## config.mk

```make
export PLATFORM = sky130hd
export DESIGN_NAME = grammar_spec_tokenizer_top
export DESIGN_NICKNAME = d
export VERILOG_FILES = /design/src/hdl/gst_pkg.sv /design/src/hdl/grammar_spec_tokenizer_top.sv
export SDC_FILE = /design/constraint.sdc
export NUM_CORES = 1
export LEC_CHECK = 0
export ABC_AREA = 1
export BUFFER_PORTS_ARGS = -buffer_cell sky130_fd_sc_hd__buf_2
export CORE_MARGIN = 2
export CORE_UTILIZATION = 60
export CTS_CLUSTER_DIAMETER = 80
export DETAILED_ROUTE_END_ITERATION = 8
export HOLD_SLACK_MARGIN = 0.03
export PLACE_DENSITY_LB_ADDON = 0.12
export SYNTH_ARGS = -nofsm -noshare
export SYNTH_HDL_FRONTEND = slang
export SYNTH_SLANG_ARGS = --single-unit
```

## constraint.sdc

```tcl
create_clock -name clk_i -period 3.74 [get_ports clk_i]
set_input_delay 1.122 -clock clk_i [delete_from_list [all_inputs] [get_ports clk_i]]
set_output_delay 1.122 -clock clk_i [all_outputs]
set_load 0.005 [all_outputs]
```

## src/hdl/gst_pkg.sv

```systemverilog
// ----------------------------------------------------------------------------
// gst_pkg
// types and codes shared by the grammar specification tokenizer
// ----------------------------------------------------------------------------
package gst_pkg;

  localparam int unsigned ByteW  = 8;
  localparam int unsigned EventW = 3;
  localparam int unsigned CodeW  = 2;
  localparam int unsigned MaxRes = 3;
  localparam int unsigned CntW   = $clog2(MaxRes + 1);
  localparam int unsigned IdxW   = $clog2(MaxRes);
  localparam int unsigned OutDataW = ((EventW + ByteW + CodeW + 7) / 8) * 8;

  typedef enum logic [EventW-1:0] {
    EV_NEWLINE  = 3'd0,
    EV_DEFINE   = 3'd1,
    EV_NAME_B   = 3'd2,
    EV_NAME_E   = 3'd3,
    EV_PAT_B    = 3'd4,
    EV_PAT_E    = 3'd5,
    EV_EOI      = 3'd6,
    EV_ERROR    = 3'd7
  } event_e;

  typedef enum logic [CodeW-1:0] {
    ERR_UNEXPECTED = 2'd0,
    ERR_BAD_DEF    = 2'd1,
    ERR_ESC_END    = 2'd2,
    ERR_UNCLOSED   = 2'd3
  } err_e;

  typedef enum logic [6:0] {
    MODE_IDLE = 7'b0000001,
    MODE_NAME = 7'b0000010,
    MODE_COL1 = 7'b0000100,
    MODE_COL2 = 7'b0001000,
    MODE_PAT  = 7'b0010000,
    MODE_ESC  = 7'b0100000,
    MODE_ERR  = 7'b1000000
  } mode_e;

  typedef struct packed {
    event_e             ev;
    logic [ByteW-1:0]   data;
    err_e               code;
  } result_t;

  localparam logic [ByteW-1:0] ChColon = 8'h3a;
  localparam logic [ByteW-1:0] ChEqual = 8'h3d;
  localparam logic [ByteW-1:0] ChUnder = 8'h5f;
  localparam logic [ByteW-1:0] ChQuote = 8'h22;
  localparam logic [ByteW-1:0] ChBslash = 8'h5c;
  localparam logic [ByteW-1:0] ChLf    = 8'h0a;
  localparam logic [ByteW-1:0] ChSpace = 8'h20;
  localparam logic [ByteW-1:0] ChTab   = 8'h09;
  localparam logic [ByteW-1:0] ChVt    = 8'h0b;
  localparam logic [ByteW-1:0] ChFf    = 8'h0c;
  localparam logic [ByteW-1:0] ChCr    = 8'h0d;
  localparam logic [ByteW-1:0] ChUpA   = 8'h41;
  localparam logic [ByteW-1:0] ChUpZ   = 8'h5a;

  function automatic result_t mk_res(event_e ev, logic [ByteW-1:0] data, err_e code);
    result_t r;
    r.ev   = ev;
    r.data = data;
    r.code = code;
    return r;
  endfunction

  function automatic logic is_name(logic [ByteW-1:0] c);
    return ((c >= ChUpA) && (c <= ChUpZ)) || (c == ChUnder);
  endfunction

  function automatic logic is_blank(logic [ByteW-1:0] c);
    return (c == ChSpace) || (c == ChTab) || (c == ChCr) || (c == ChFf) || (c == ChVt);
  endfunction

endpackage

```

## src/hdl/grammar_spec_tokenizer_top.sv

```systemverilog
// ----------------------------------------------------------------------------
// grammar_spec_tokenizer_top
// byte-serial tokenizer for grammar specification text
// ----------------------------------------------------------------------------
// usage:
//   s_axis carries one text byte per request in tdata, tlast marks the final
//   byte of a text. m_axis carries token events, one per request; tlast marks
//   the last event caused by one input byte.
//   an accepted byte is scanned in the same cycle and its events (zero to
//   three) land in a three-entry result buffer; the first event is shown on
//   m_axis the cycle after acceptance.
//   throughput is one byte per cycle while each byte gives at most one event
//   and m_axis does not stall; a byte with several events holds s_axis while
//   the single read port of the result buffer gives them out one by one.
//   a new byte is taken in the cycle the last buffered event is taken.
//   when m_axis stalls, the buffer holds its events and s_axis_tready drops
//   until the last one is taken.
//   reset clears the buffer and returns the scanner to idle between tokens.
// ----------------------------------------------------------------------------
module grammar_spec_tokenizer_top (
  input  logic        clk_i,
  input  logic        rst_ni,
  input  logic        s_axis_tvalid,
  output logic        s_axis_tready,
  input  logic [7:0]  s_axis_tdata,   // [7:0] in_byte
  input  logic        s_axis_tlast,   // last
  output logic        m_axis_tvalid,
  input  logic        m_axis_tready,
  output logic [gst_pkg::OutDataW-1:0] m_axis_tdata, // [2:0] event_res, [10:3] data_byte,
                                                     // [12:11] error_code, zero above
  output logic        m_axis_tlast    // run_end
);

  gst_pkg::mode_e   mode_q, mode_d;
  gst_pkg::result_t buf_q [gst_pkg::MaxRes];
  gst_pkg::result_t res   [gst_pkg::MaxRes];
  logic [gst_pkg::CntW-1:0] cnt_q, res_cnt;
  logic [gst_pkg::IdxW-1:0] rd_q;
  logic [gst_pkg::IdxW-1:0] last_idx;
  logic                     in_acc, out_acc, out_end;
  logic [gst_pkg::ByteW-1:0] c;

  assign c = s_axis_tdata;

  // scanner
  always_comb begin
    logic do_idle;
    gst_pkg::mode_e m;
    logic [gst_pkg::CntW-1:0] n;
    do_idle = 1'b0;
    m = mode_q;
    n = '0;
    for (int i = 0; i < gst_pkg::MaxRes; i++) begin
      res[i] = gst_pkg::mk_res(gst_pkg::EV_NEWLINE, '0, gst_pkg::ERR_UNEXPECTED);
    end
    case (mode_q)
      gst_pkg::MODE_NAME: begin
        if (gst_pkg::is_name(c)) begin
          res[n[gst_pkg::IdxW-1:0]] = gst_pkg::mk_res(gst_pkg::EV_NAME_B, c,
                                                      gst_pkg::ERR_UNEXPECTED);
          n = n + 1'b1;
        end else begin
          res[n[gst_pkg::IdxW-1:0]] = gst_pkg::mk_res(gst_pkg::EV_NAME_E, '0,
                                                      gst_pkg::ERR_UNEXPECTED);
          n = n + 1'b1;
          m = gst_pkg::MODE_IDLE;
          do_idle = 1'b1;
        end
      end
      gst_pkg::MODE_COL1: begin
        if (c == gst_pkg::ChColon) begin
          m = gst_pkg::MODE_COL2;
        end else begin
          m = gst_pkg::MODE_ERR;
          res[n[gst_pkg::IdxW-1:0]] = gst_pkg::mk_res(gst_pkg::EV_ERROR, '0,
                                                      gst_pkg::ERR_BAD_DEF);
          n = n + 1'b1;
        end
      end
      gst_pkg::MODE_COL2: begin
        if (c == gst_pkg::ChEqual) begin
          m = gst_pkg::MODE_IDLE;
          res[n[gst_pkg::IdxW-1:0]] = gst_pkg::mk_res(gst_pkg::EV_DEFINE, '0,
                                                      gst_pkg::ERR_UNEXPECTED);
        end else begin
          m = gst_pkg::MODE_ERR;
          res[n[gst_pkg::IdxW-1:0]] = gst_pkg::mk_res(gst_pkg::EV_ERROR, '0,
                                                      gst_pkg::ERR_BAD_DEF);
        end
        n = n + 1'b1;
      end
      gst_pkg::MODE_PAT: begin
        if (c == gst_pkg::ChBslash) begin
          m = gst_pkg::MODE_ESC;
          res[n[gst_pkg::IdxW-1:0]] = gst_pkg::mk_res(gst_pkg::EV_PAT_B, c,
                                                      gst_pkg::ERR_UNEXPECTED);
        end else if (c == gst_pkg::ChQuote) begin
          m = gst_pkg::MODE_IDLE;
          res[n[gst_pkg::IdxW-1:0]] = gst_pkg::mk_res(gst_pkg::EV_PAT_E, '0,
                                                      gst_pkg::ERR_UNEXPECTED);
        end else begin
          res[n[gst_pkg::IdxW-1:0]] = gst_pkg::mk_res(gst_pkg::EV_PAT_B, c,
                                                      gst_pkg::ERR_UNEXPECTED);
        end
        n = n + 1'b1;
      end
      gst_pkg::MODE_ESC: begin
        m = gst_pkg::MODE_PAT;
        res[n[gst_pkg::IdxW-1:0]] = gst_pkg::mk_res(gst_pkg::EV_PAT_B, c,
                                                    gst_pkg::ERR_UNEXPECTED);
        n = n + 1'b1;
      end
      gst_pkg::MODE_ERR: begin
        m = gst_pkg::MODE_ERR;
      end
      default: begin
        m = gst_pkg::MODE_IDLE;
        do_idle = 1'b1;
      end
    endcase

    // byte seen between tokens
    if (do_idle) begin
      if (gst_pkg::is_blank(c)) begin
        m = gst_pkg::MODE_IDLE;
      end else if (c == gst_pkg::ChLf) begin
        res[n[gst_pkg::IdxW-1:0]] = gst_pkg::mk_res(gst_pkg::EV_NEWLINE, '0,
                                                    gst_pkg::ERR_UNEXPECTED);
        n = n + 1'b1;
      end else if (c == gst_pkg::ChQuote) begin
        m = gst_pkg::MODE_PAT;
      end else if (gst_pkg::is_name(c)) begin
        m = gst_pkg::MODE_NAME;
        res[n[gst_pkg::IdxW-1:0]] = gst_pkg::mk_res(gst_pkg::EV_NAME_B, c,
                                                    gst_pkg::ERR_UNEXPECTED);
        n = n + 1'b1;
      end else if (c == gst_pkg::ChColon) begin
        m = gst_pkg::MODE_COL1;
      end else begin
        m = gst_pkg::MODE_ERR;
        res[n[gst_pkg::IdxW-1:0]] = gst_pkg::mk_res(gst_pkg::EV_ERROR, '0,
                                                    gst_pkg::ERR_UNEXPECTED);
        n = n + 1'b1;
      end
    end

    // end of text
    if (s_axis_tlast) begin
      case (m)
        gst_pkg::MODE_NAME: begin
          res[n[gst_pkg::IdxW-1:0]] = gst_pkg::mk_res(gst_pkg::EV_NAME_E, '0,
                                                      gst_pkg::ERR_UNEXPECTED);
          n = n + 1'b1;
          res[n[gst_pkg::IdxW-1:0]] = gst_pkg::mk_res(gst_pkg::EV_EOI, '0,
                                                      gst_pkg::ERR_UNEXPECTED);
          n = n + 1'b1;
        end
        gst_pkg::MODE_COL1, gst_pkg::MODE_COL2: begin
          res[n[gst_pkg::IdxW-1:0]] = gst_pkg::mk_res(gst_pkg::EV_ERROR, '0,
                                                      gst_pkg::ERR_BAD_DEF);
          n = n + 1'b1;
        end
        gst_pkg::MODE_ESC: begin
          res[n[gst_pkg::IdxW-1:0]] = gst_pkg::mk_res(gst_pkg::EV_ERROR, '0,
                                                      gst_pkg::ERR_ESC_END);
          n = n + 1'b1;
        end
        gst_pkg::MODE_PAT: begin
          res[n[gst_pkg::IdxW-1:0]] = gst_pkg::mk_res(gst_pkg::EV_ERROR, '0,
                                                      gst_pkg::ERR_UNCLOSED);
          n = n + 1'b1;
        end
        gst_pkg::MODE_ERR: begin
          n = n;
        end
        default: begin
          res[n[gst_pkg::IdxW-1:0]] = gst_pkg::mk_res(gst_pkg::EV_EOI, '0,
                                                      gst_pkg::ERR_UNEXPECTED);
          n = n + 1'b1;
        end
      endcase
      m = gst_pkg::MODE_IDLE;
    end

    mode_d  = m;
    res_cnt = n;
  end

  // result buffer control
  assign last_idx      = gst_pkg::IdxW'(cnt_q - 1'b1);
  assign m_axis_tvalid = (cnt_q != '0);
  assign out_acc       = m_axis_tvalid & m_axis_tready;
  assign out_end       = out_acc & (rd_q == last_idx);
  assign s_axis_tready = (cnt_q == '0) | out_end;
  assign in_acc        = s_axis_tvalid & s_axis_tready;

  assign m_axis_tdata = gst_pkg::OutDataW'({buf_q[rd_q].code, buf_q[rd_q].data,
                                            buf_q[rd_q].ev});
  assign m_axis_tlast = (rd_q == last_idx);

  always_ff @(posedge clk_i or negedge rst_ni) begin
    if (!rst_ni) begin
      mode_q <= gst_pkg::MODE_IDLE;
      cnt_q  <= '0;
      rd_q   <= '0;
    end else begin
      if (in_acc) begin
        mode_q <= mode_d;
        cnt_q  <= res_cnt;
        rd_q   <= '0;
      end else if (out_end) begin
        cnt_q <= '0;
        rd_q  <= '0;
      end else if (out_acc) begin
        rd_q <= rd_q + 1'b1;
      end
    end
  end

  always_ff @(posedge clk_i) begin
    if (in_acc) begin
      for (int i = 0; i < gst_pkg::MaxRes; i++) begin
        buf_q[i] <= res[i];
      end
    end
  end

  // checks
  a_rd_in_range: assert property (@(posedge clk_i) disable iff (!rst_ni)
    m_axis_tvalid |-> (gst_pkg::CntW'(rd_q) < cnt_q))
    else $error("read index past buffered results");

  a_empty_ready: assert property (@(posedge clk_i) disable iff (!rst_ni)
    (cnt_q == '0) |-> s_axis_tready)
    else $error("empty buffer refuses input");

  a_silent_byte: assert property (@(posedge clk_i) disable iff (!rst_ni)
    (in_acc && (res_cnt == '0)) |=> !m_axis_tvalid)
    else $error("result shown for a byte without events");

  a_cnt_max: assert property (@(posedge clk_i) disable iff (!rst_ni)
    in_acc |-> (res_cnt <= gst_pkg::CntW'(gst_pkg::MaxRes)))
    else $error("too many results for one byte");

endmodule
```

==> impl_summary.log, run 1 <==
[metrics] final worst-path setup slack: 0.323 ns
[metrics] pre-CTS worst setup slack: 0.0789 ns
[metrics] end point of the worst hold path: cnt_q[1]$_DFFE_PN0P_
[metrics] simple-gate portion of the synthesized area: 40.8%
[metrics] Final Setup Violations: 0
[metrics] RSZ-0062 raised after global routing: no
[metrics] post-CTS repair timing setup buffer count: 0
[metrics] Reg2Reg Depth: 21
[metrics] Worst Path Buf+Inv: 6
[metrics] area of the core region: 0.00517 sq mm
[metrics] number of enable flip-flop cells after synthesis: 31
[metrics] cell leakage power: 1.74 nW
[metrics] met2 Use GR: 48.4%
[metrics] layout cell share with drive strength beyond 1: 24.7%
[metrics] combinational family with the most area after synthesis: simple AND/OR/NAND/NOR gates
[metrics] total of hold buffers inserted after clock tree synthesis: 0
[metrics] TritonCTS clock tree: yes
[metrics] shortest period the worst path allows: 3.42 ns
[metrics] portion of the clock cycle consumed by the worst path in the final layout: 91.4%
[metrics] Final #Nets: 493
[metrics] CP Capture Type: flip-flop
[metrics] GRT met3 Usage: 3.02%
[metrics] area fraction in compound gates after synthesis: 10.5%
[metrics] smallest hold slack: 0.501 ns
[metrics] Critical Path Source Type: input port
[metrics] area post-placement: 0.00352 sq mm
[metrics] register bit count reported by yosys: 42
[metrics] hold path start: cnt_q[1]$_DFFE_PN0P_
[metrics] vias per std cell: 5.51
[metrics] commonest cells in the synthesized netlist: nand2_1 (90), nor2_1 (61), nand3_1 (42)
[metrics] final-layout setup total negative slack: 0 ns
[metrics] CP max FO: 6
[metrics] antenna diode count: 0
[metrics] final routed DRC violation total: 0
[metrics] run status: finished clean
[metrics] count of pins over their slew limit: 0
[metrics] highest attainable clock frequency: 0.293 GHz
[metrics] Die ar.: 0.00605 sq mm
[metrics] root buffer cell: clkbuf_8
[metrics] number of warnings issued by yosys: 0
[metrics] vias in the first global route: 2,823
[metrics] global-route layer with the greatest usage: met2
[metrics] final antenna-violating net count: 0
[metrics] count of fill cells added during filler insertion: 423
[metrics] aggregate global routing overflow: 0
[metrics] Final Hold Fails: 0
[metrics] worst clock skew on the final layout: 0.00516 ns
[metrics] worst r2r src: mode_q[0]$_DFFE_PN1P_
[metrics] synth top area cells: edfxtp_1 (28%), nand2_1 (10%), dfrtp_1 (7.7%), nor2_1 (7.0%), nand3_1 (6.4%)
[metrics] pwr dens: 699 mW/mm^2
[metrics] routed wire length: 7970 um
[metrics] maximum level of the CTS H-tree: 2
[metrics] critical path data arrival time: 3.48 ns
[metrics] Post-synth ARST share: 26.2%
[metrics] area of all placed cells without fillers: 0.00366 sq mm
[metrics] IO Count: 32
[metrics] WL per Instance: 14.7 um
[metrics] Hold Path Stages: 2
[metrics] Clock Pin Slew Worst Setup and Hold Paths: 0.08 ns
[metrics] Initial Utilization: 63.2%
[metrics] syn_area_per_cell: 7.56 sq um
[metrics] clock latency of the later-clocked register in the worst-skew pair: 0.30 ns
[metrics] worst stage delay on the critical path: 0.28 ns
[metrics] maximum root-to-sink buffer count: 2
[metrics] gate count after technology mapping: 432
[metrics] die outline height: 77.8 um
[metrics] maximum resistive drop on vdd: 0.291 mV
[metrics] number of instances resized during post-cts repair: 0
[metrics] global-route wire length before repair: 13,300 um
[metrics] ys flop type: edfxtp_1
[metrics] fraction of synthesized cell area in xor and xnor cells: 0.536%
[metrics] Port-buffer cells: 28
[metrics] first-pass detailed-route iteration total: 5
[metrics] max cap viols: 0
[metrics] final estimated routing congestion in global placement: 0.921
[metrics] share of the yosys chip area belonging to registers: 37.0%
[metrics] Total Routing Usage GR: 27.9%
[metrics] setup slack, reg-to-reg: 0.56 ns
[metrics] leading cell type by number of instances after synthesis: nand2_1
[metrics] cell family contributing the most delay on the critical path: simple AND/OR/NAND/NOR gates
[metrics] fraction of synthesized cell area taken by the top area cell type: 28.5%
[metrics] category of the most critical setup path: input port to flip-flop
[metrics] placed cells: 536
[metrics] pin count of the biggest net entering global routing: 22
[metrics] final cell count without fillers: 544
[metrics] Most common cell on crit path: nand2_1
[metrics] CTS sink cnt: 42
[metrics] critical path data required time: 3.80 ns
[metrics] post-synthesis cell type count: 40
[metrics] terminus of the critical flop-to-flop path: buf_q[1][10]$_DFFE_PP_
[metrics] Total Power Consumption: 2.56 mW
[metrics] chip width: 77.8 um
[metrics] highest-delay cell along the critical path: ha_1
[metrics] area overhead of the layout relative to synthesis: 12.1%
[metrics] kind of path behind the tightest hold check: flip-flop to flip-flop
[metrics] ordered list of cells on the worst path: buf_2 -> inv_1 -> nand2_1 -> nor2_2 -> inv_2 -> nor2_4 -> inv_2 -> nand2_4 -> nand2_4 -> ha_1 -> nand2_1 -> nand3_1 -> nand2_1 -> nand2_1 -> nand2_2 -> inv_2 -> ha_1 -> inv_1 -> nand2_1 -> nand2_1 -> nand3_1 -> o21a_1
[metrics] number of clock buffers inserted by TritonCTS: 5
[metrics] mux cell area share after synthesis: 0%
[metrics] met1 Track Usage GR: 35.4%
[metrics] antenna violations before repair: 0
[metrics] drt first-iter violations: 349
[metrics] share of synthesized cell area in full adder, half adder and majority cells: 2.68%
[metrics] cell taking the most area after synthesis: edfxtp_1
[metrics] Detailed Place HPWL: 6190 um
[metrics] synthesized area: 0.00327 sq mm
[metrics] post-layout utilization of the core: 70.8%
[metrics] via count: 2,998
[metrics] Site Rows: 26
power breakdown:
part | total, mW | internal (mW) | switching [mW]
clock network | 0.429 | 0.267 | 0.162
registers | 0.764 | 0.688 | 0.0762
logic | 1.37 | 0.465 | 0.903
total | 2.56 | 1.42 | 1.14
worst max path at each step:
stage | start | to | slack (ns) | cells past startpoint
2_1_floorplan | s_axis_tdata[2] | buf_q[0][2]$_DFFE_PP_ | 0.35 | 19
4_1_cts | s_axis_tdata[2] | buf_q[1][10]$_DFFE_PP_ | 0.35 | 22
3_5_place_dp | s_axis_tdata[2] | buf_q[0][8]$_DFFE_PP_ | 0.08 | 19
3_3_place_gp | s_axis_tdata[2] | buf_q[1][10]$_DFFE_PP_ | 0.16 | 22
5_1_grt | s_axis_tdata[2] | buf_q[1][12]$_DFFE_PP_ | 0.08 | 23
6_report | s_axis_tdata[2] | buf_q[1][10]$_DFFE_PP_ | 0.32 | 22
metal layers:
metal | vias to the layer above | routed length (um)
met4 | 0 | 223
met1 | 1371 | 3520
met3 | 18 | 437
met5 | - | 0
met2 | 122 | 3790
li1 | 1487 | -
worst reg2reg max path, cell delays in order (launching register included):
cell	delay [ns]
dfstp_2	0.58
nor2_4	0.06
nand2_1	0.07
nor2_1	0.04
buf_4	0.14
inv_1	0.14
nand2_1	0.08
nor2_2	0.19
nand2_4	0.09
ha_1	0.29
nand2_1	0.07
nand3_1	0.07
nand2_1	0.06
nand2_1	0.06
nand2_2	0.11
inv_2	0.06
ha_1	0.24
inv_1	0.13
nand2_1	0.11
nand2_1	0.11
nand3_1	0.08
o21a_1	0.17
kinds of logic after synthesis:
kind of cell,count (synthesis)
and+or+nand+nor,255
buffers and inverters,67
AOI/OAI and AO/OA,58
other,1
adders and majority gates,7
DFF,42
xor gates and xnor gates,2
flip-flops by register name (all words and copies together), names as in the netlist:
register / count
buf_q: 31
mode_q: 7
cnt_q: 2
rd_q: 2
placed cells by master, fill, tap and decap left out, drive strengths merged, types with 6 or more instances in the layout:
cell,synthesis,routed
a21oi,23,23
buf,7,36
conb,1,11
dfrtp,10,10
edfxtp,31,31
ha,7,7
inv,55,55
nand2,109,109
nand3,48,48
nand4,9,9
nor2,82,82
o21ai,25,25
o22ai,6,6
layout make-up:
| cell class | count | area, sq um | area share (%) |
|---|---|---|---|
| Multi-Input combinational cell | 333 | 1820 | 49.8 |
| Sequential cell | 42 | 1210 | 33.0 |
| Inverter | 55 | 206 | 5.64 |
| Timing Repair Buffer | 36 | 200 | 5.47 |
| Tap cell | 70 | 87.6 | 2.39 |
| Clock buffer | 5 | 68.8 | 1.88 |
| Clock inverter | 3 | 68.8 | 1.88 |
Note: power is estimated with default switching activity, not from simulation.
==> run 2, diff against run 1 <==
==> constraint.sdc (replaced) <==
create_clock -name clk_i -period 3.74 [get_ports clk_i]
set_input_delay 0.374 -clock clk_i [delete_from_list [all_inputs] [get_ports clk_i]]
set_output_delay 0.374 -clock clk_i [all_outputs]
set_load 0.005 [all_outputs]
==> run 2 against run 1 <==
Worst setup slack gained 0.39 ns. Final cell count shrank 0.92%. Count of clock-buffer cells in the layout grew 1. Critical endpoint is now buf_q[0][7]$_DFFE_PP_. Largest cell class unchanged.
==> impl_summary.log, run 2 (synthesis gave the netlist of run 1 again) <==
[metrics] run status: finished clean
[metrics] WL per Instance: 15.0 um (+2.5%)
[metrics] area of the core region: 0.00517 sq mm (unchanged)
[metrics] cell leakage power: 1.70 nW (-2.4%)
[metrics] area post-placement: 0.00348 sq mm (-1.3%)
[metrics] kind of path behind the tightest hold check: input port to flip-flop
[metrics] area overhead of the layout relative to synthesis: 10.2%
[metrics] smallest hold slack: 0.381 ns (-0.119 ns)
[metrics] total of hold buffers inserted after clock tree synthesis: 1 (+1)
[metrics] Die ar.: 0.00605 sq mm (unchanged)
[metrics] final estimated routing congestion in global placement: 0.972 (+5.6%)
[metrics] final-layout setup total negative slack: 0 ns (unchanged)
[metrics] antenna violations before repair: 0 (unchanged)
[metrics] portion of the clock cycle consumed by the worst path in the final layout: 80.8% (-11 points)
[metrics] antenna diode count: 0 (unchanged)
[metrics] final antenna-violating net count: 0 (unchanged)
[metrics] maximum level of the CTS H-tree: 2 (unchanged)
[metrics] maximum root-to-sink buffer count: 2 (unchanged)
[metrics] pin count of the biggest net entering global routing: 29 (+32%)
[metrics] commonest cells after routing, fill and taps aside: nand2_1 (90), nor2_1 (61), nand3_1 (42)
[metrics] top sig layer: met4
[metrics] Critical Path Source Type: flip-flop
[metrics] final routed DRC violation total: 0 (unchanged)
[metrics] first-pass detailed-route iteration total: 4 (-1)
[metrics] root buffer cell: clkbuf_8
[metrics] count of pins over their slew limit: 0 (unchanged)
[metrics] category of the most critical setup path: flip-flop to flip-flop
[metrics] chip width: 77.8 um (unchanged)
[metrics] die outline height: 77.8 um (unchanged)
[metrics] area of all sequential standard cells: 0.00121 sq mm (unchanged)
[metrics] Total Routing Usage GR: 28.5% (+0.60 points)
[metrics] layout cell share with drive strength beyond 1: 23.5% (-1.2 points)
[metrics] shortest period the worst path allows: 3.02 ns (-0.394 ns)
[metrics] area of all placed cells without fillers: 0.00360 sq mm (-1.7%)
[metrics] vias in the first global route: 2,876 (+1.9%)
[metrics] global-route wire length before repair: 13,600 um (+2.6%)
[metrics] placed cells: 530 (-1.1%)
[metrics] pwr dens: 690 mW/mm^2 (-1.3%)
[metrics] Total Power Consumption: 2.49 mW (-3.0%)
[metrics] Largest register FFs: 31 (unchanged)
[metrics] CP max FO: 8 (+2)
[metrics] Final Hold Fails: 0 (unchanged)
[metrics] aggregate global routing overflow: 0 (unchanged)
[metrics] RSZ-0062 raised after global routing: no
[metrics] Hold Path Stages: 4 (+2)
[metrics] critical path data required time: 3.79 ns (about the same)
[metrics] post-CTS repair timing setup buffer count: 0 (unchanged)
[metrics] Clock Pin Slew Worst Setup and Hold Paths: 0.08 ns (about the same)
[metrics] clock latency of the later-clocked register in the worst-skew pair: 0.30 ns (about the same)
[metrics] TritonCTS clock tree: yes
[metrics] CP Capture Type: flip-flop
[metrics] vias per std cell: 5.60 (+1.7%)
[metrics] CTS sink cnt: 42 (unchanged)
[metrics] Detail Route met2 WL: 3950 um (+4.3%)
[metrics] Detailed Place HPWL: 6250 um (+0.97%)
[metrics] Port-buffer cells: 28 (unchanged)
[metrics] total area of multi-input combinational cells: 0.00182 sq mm (unchanged)
[metrics] length of routed wiring on met1: 3410 um (-3.0%)
[metrics] count of fill cells added during filler insertion: 435 (+2.8%)
[metrics] max cap viols: 0 (unchanged)
[metrics] Final #Nets: 488 (-1.0%)
[metrics] drt first-iter violations: 304 (-13%)
[metrics] Final Setup Violations: 0 (unchanged)
[metrics] IO Count: 32 (unchanged)
[metrics] highest attainable clock frequency: 0.331 GHz (+13%)
[metrics] Reg2Reg Depth: 17 (-19%)
[metrics] worst clock skew on the final layout: 0.00342 ns (-0.00174 ns)
[metrics] register bank with the most flops: buf_q
[metrics] via count: 3,021 (+0.77%)
[metrics] most common cell after layout, fill and taps aside: nand2_1
[metrics] routed wire length: 8100 um (+1.6%)
[metrics] number of instances resized during post-cts repair: 0 (unchanged)
[metrics] final cell count without fillers: 539 (-0.92%)
[metrics] Initial Utilization: 63.2% (unchanged)
[metrics] amount of wire on met3 after detailed routing: 406 um (-7.1%)
[metrics] number of clock buffers inserted by TritonCTS: 5 (unchanged)
[metrics] Site Rows: 26 (unchanged)
[metrics] critical path data arrival time: 3.07 ns (-0.41 ns)
[metrics] maximum resistive drop on vdd: 0.351 mV (+21%)
[metrics] Top Registers: buf_q x31, mode_q x7
## run 2: cell count changes in the layout (fill, tap and decap cells not counted), sizes merged
| cell | previous run | this run |
|---|---|---|
| clkinv | 1 | 0 |
| buf | 36 | 30 |
| clkbuf | 5 | 6 |
| dlygate4sd3 | 0 | 1 |
| clkinvlp | 0 | 1 |
| bufinv | 2 | 1 |
## run 2: worst paths after layout
kind	start	end	slack, ns
hold reg to reg	cnt_q[1]$_DFFE_PN0P_	cnt_q[1]$_DFFE_PN0P_	0.49
max in group asynchronous	rst_ni	mode_q[0]$_DFFE_PN1P_	2.99
hold / removal	s_axis_tvalid	rd_q[1]$_DFFE_PN0P_	0.38
min in group asynchronous	rst_ni	mode_q[5]$_DFFE_PN0P_	0.49
setup reg to reg	mode_q[0]$_DFFE_PN1P_	buf_q[0][7]$_DFFE_PP_	0.72
setup / recovery	mode_q[0]$_DFFE_PN1P_	buf_q[0][7]$_DFFE_PP_	0.72
## run 2: report_power, final
part / internal, mW / switching [mW] / leakage [nW]
Sequential: 0.687 / 0.0675 / 0.437
Combinational: 0.454 / 0.919 / 1.21
Clock: 0.199 / 0.159 / 0.0514
Total: 1.34 / 1.14 / 1.70
## run 2: metal layers
metal,GRT usage (%),vias to the layer above
li1,-,1478
met1,36.0,1390
met2,48.5,124
met3,3.60,29
met4,13.2,0
met5,0,-
## run 2: metrics by stage
| stage | util, % | setup slack, ns |
|---|---|---|
| floorplan | - | 1.03 |
| global placement | 67.3 | 0.748 |
| detailed placement | 67.3 | 0.693 |
| CTS | 69.6 | 0.738 |
| global route | 69.6 | 0.465 |
| finish | 69.6 | 0.717 |
## run 2: critical path: stages, from the launching register on
cell and delay, ns:
dfstp_2 0.58, nor2_4 0.06, nand2_1 0.08, nor2_1 0.06, inv_1 0.13, nand2_1 0.08, nor2_2 0.18, nand2_4 0.09
ha_1 0.27, nand2_1 0.06, nand3_1 0.07, nand2_1 0.07, nand2_1 0.06, nand2_2 0.12, ha_1 0.34, inv_1 0.19
a21oi_2 0.25, nor2_1 0.08
## run 2: final cells by class
cell class	instances	share of cell area [%]
inverter	55	5.74
sequential	42	33.5
multi-input combinational	333	50.6
timing repair buffer	31	4.59
tap	70	2.43
clock buffer	6	2.02
clock inverter	2	1.04
==> run 3, diff against run 2 <==
- CORE_UTILIZATION: 60 -> 54
- clock period: 3.74 -> 2.5 ns (I/O delays scaled with it)
==> run 3 against run 2 <==
The flow now finishes with violations (negative setup slack). Die area is 11% higher. Register-to-register slack worse by 0.83 ns. Core utilization is 3.5 points higher. Flip-flop and latch count stayed put. First-iteration DRC count is 42% higher.
==> impl_summary.log, run 3 (synthesis gave the netlist of run 1 again) <==
[metrics] switching fraction of total power: 46.6% (+0.55 points)
[metrics] switching component of the power: 2.06 mW (+80%)
[metrics] portion of the clock cycle consumed by the worst path in the final layout: 105% (+24 points)
[metrics] area post-placement: 0.00389 sq mm (+12%)
[metrics] highest attainable clock frequency: 0.382 GHz (+15%)
[metrics] root buffer cell: clkbuf_8
[metrics] area of all placed cells without fillers: 0.00430 sq mm (+19%)
[metrics] Final #Nets: 543 (+11%)
[metrics] drt first-iter violations: 431 (+42%)
[metrics] Top Registers: buf_q x31, mode_q x7
[metrics] final worst-path setup slack: -0.118 ns (-0.834 ns)
[metrics] clock latency of the later-clocked register in the worst-skew pair: 0.31 ns (about the same)
[metrics] max cap viols: 0 (unchanged)
[metrics] global-route layer with the greatest usage: met2
[metrics] Hold Path Stages: 4 (unchanged)
[metrics] Final Hold Fails: 0 (unchanged)
[metrics] pin count of the biggest net entering global routing: 24 (-17%)
[metrics] GRT met3 Usage: 3.85% (+0.24 points)
[metrics] worst clock skew on the final layout: 0.0105 ns (+0.00708 ns)
[metrics] Total Routing Usage GR: 28.1% (-0.39 points)
[metrics] chip width: 81.8 um (+5.1%)
[metrics] TritonCTS clock tree: yes
[metrics] clock share of power: 10.6% (-3.8 points)
[metrics] Detailed Place HPWL: 6680 um (+7.0%)
[metrics] Reg power frac: 25.9% (-4.5 points)
[metrics] Clock Pin Slew Worst Setup and Hold Paths: 0.09 ns (about the same)
[metrics] category of the most critical setup path: flip-flop to flip-flop
[metrics] vias per std cell: 5.54 (-1.2%)
[metrics] Port-buffer cells: 28 (unchanged)
[metrics] final antenna-violating net count: 0 (unchanged)
[metrics] cell leakage power: 2.00 nW (+18%)
[metrics] CTS sink cnt: 42 (unchanged)
[metrics] critical path data arrival time: 2.67 ns (-0.40 ns)
[metrics] Reg2Reg Depth: 21 (+4)
[metrics] CP max FO: 4 (-4)
[metrics] IO Count: 32 (unchanged)
[metrics] WL per Instance: 15.7 um (+4.4%)
[metrics] Comb pwr share: 63.5% (+8.3 points)
[metrics] met1 Track Usage GR: 36.5% (+0.51 points)
[metrics] area overhead of the layout relative to synthesis: 31.7%
[metrics] register bank with the most flops: buf_q
[metrics] critical path data required time: 2.55 ns (-1.24 ns)
[metrics] CP Capture Type: flip-flop
[metrics] via count: 3,317 (+9.8%)
[metrics] number of clock buffers inserted by TritonCTS: 5 (unchanged)
[metrics] Largest register FFs: 31 (unchanged)
[metrics] run status: finished, violations left
[metrics] final routed DRC violation total: 0 (unchanged)
[metrics] global-route wire length before repair: 14,200 um (+4.2%)
[metrics] Site Rows: 28 (+7.7%)
[metrics] most common cell after layout, fill and taps aside: nand2_1
[metrics] Die ar.: 0.00669 sq mm (+11%)
[metrics] layout cell share with drive strength beyond 1: 40.5% (+17 points)
[metrics] first-pass detailed-route iteration total: 6 (+2)
[metrics] kind of path behind the tightest hold check: input port to flip-flop
[metrics] die outline height: 81.8 um (+5.1%)
[metrics] vias in the first global route: 2,989 (+3.9%)
[metrics] shortest period the worst path allows: 2.62 ns (-0.406 ns)
[metrics] commonest cells after routing, fill and taps aside: nand2_1 (77), nor2_1 (56), buf_4 (51)
[metrics] count of pins over their slew limit: 0 (unchanged)
[metrics] RSZ-0062 raised after global routing: yes
[metrics] internal cell power: 2.36 mW (+76%)
[metrics] Final Setup Violations: 17 (+17)
[metrics] Initial Utilization: 55.5% (-7.7 points)
[metrics] pwr dens: 1030 mW/mm^2 (+49%)
[metrics] failing checks: negative setup slack
[metrics] maximum resistive drop on vdd: 0.648 mV (+84%)
[metrics] post-layout utilization of the core: 73.1% (+3.5 points)
[metrics] maximum level of the CTS H-tree: 2 (unchanged)
[metrics] final estimated routing congestion in global placement: 1.01 (+4.1%)
[metrics] Critical Path Source Type: flip-flop
[metrics] maximum root-to-sink buffer count: 2 (unchanged)
[metrics] antenna diode count: 0 (unchanged)
[metrics] aggregate global routing overflow: 0 (unchanged)
[metrics] area of the core region: 0.00589 sq mm (+14%)
[metrics] routed wire length: 9390 um (+16%)
[metrics] antenna violations before repair: 0 (unchanged)
[metrics] met2 Use GR: 46.8% (-1.7 points)
==> run 3: cell types whose count changed in the layout (fill, tap and decap cells not counted), sizes merged <==
cell,previous run,this run
bufinv,1,0
inv,55,54
clkinvlp,1,2
clkinv,0,1
buf,30,85
==> run 3: critical path, stage by stage (launching register included) <==
cell	delay [ns]
dfstp_2	0.58
nor2_4	0.07
nand2_2	0.09
nor2_4	0.04
inv_2	0.06
nand2_2	0.06
nor2_4	0.12
nand2_4	0.07
ha_4	0.24
nand2_2	0.06
nand3_2	0.07
nand2_2	0.07
nand2_2	0.06
nand2_4	0.09
inv_4	0.06
ha_4	0.18
inv_4	0.07
nand2_4	0.06
nand2_4	0.07
nand4_1	0.09
nand2_1	0.09
nand2_1	0.06
==> run 3: final cells by class <==
cell class	count	area, sq um
repair buffers	86	618
multi-input cells	333	2070
inverters	55	215
clock buffers	6	82.6
flip-flops and latches	42	1210
clock inverters	2	12.5
fillers	463	1580
well taps	75	93.8
==> run 3: power groups by stage <==
stage,sequential [mW],clock (mW),combinational (mW)
6_report,1.15,0.469,2.81
3_3_place_gp,1.15,0,2.29
3_5_place_dp,1.16,0,2.34
2_1_floorplan,1.10,0,1.60
5_1_grt,1.17,0.490,3.03
4_1_cts,1.15,0.470,2.39
==> run 3: worst paths after layout <==
| kind | from | to | slack [ns] |
|---|---|---|---|
| min in group asynchronous | rst_ni | rd_q[1]$_DFFE_PN0P_ | 0.35 |
| max reg2reg | mode_q[0]$_DFFE_PN1P_ | buf_q[1][12]$_DFFE_PP_ | -0.12 |
| max in group asynchronous | rst_ni | mode_q[0]$_DFFE_PN1P_ | 1.88 |
| min | m_axis_tready | rd_q[0]$_DFFE_PN0P_ | 0.27 |
| min reg2reg | cnt_q[1]$_DFFE_PN0P_ | cnt_q[1]$_DFFE_PN0P_ | 0.50 |
| max | mode_q[0]$_DFFE_PN1P_ | buf_q[1][12]$_DFFE_PP_ | -0.12 |
==> run 3: through the flow <==
step	total power [mW]	instances	setup slack, ns	TNS, ns	hold slack [ns]
detailed placement	3.50	576	-0.111	-0.718	0.136
finish	4.42	599	-0.118	-1.16	0.274
global route	4.69	599	-0.256	-3.22	0.274
CTS	4.01	589	-0.0407	-0.228	0.255
global placement	3.44	576	-0.0548	-0.359	0.131
floorplan	2.71	442	-0.0875	-0.304	-0.0456
==> run 3: per-layer routing <==
metal / share of wire [%] / vias up
met1: 41 / 1517
met3: 7.4 / 43
met5: 0 / -
met2: 49 / 171
met4: 3.4 / 0
li1: - / 1586
==> run 3: timing repair <==
item                                    4_1_cts  5_1_grt
pin swaps                                    10       20
hold buffers                                  1        0
endpoints found under the setup margin       13       23
setup buffers                                 4       10
endpoints found under the hold margin        10        0
gates resized for setup                       6       46
cloned                                        0        0
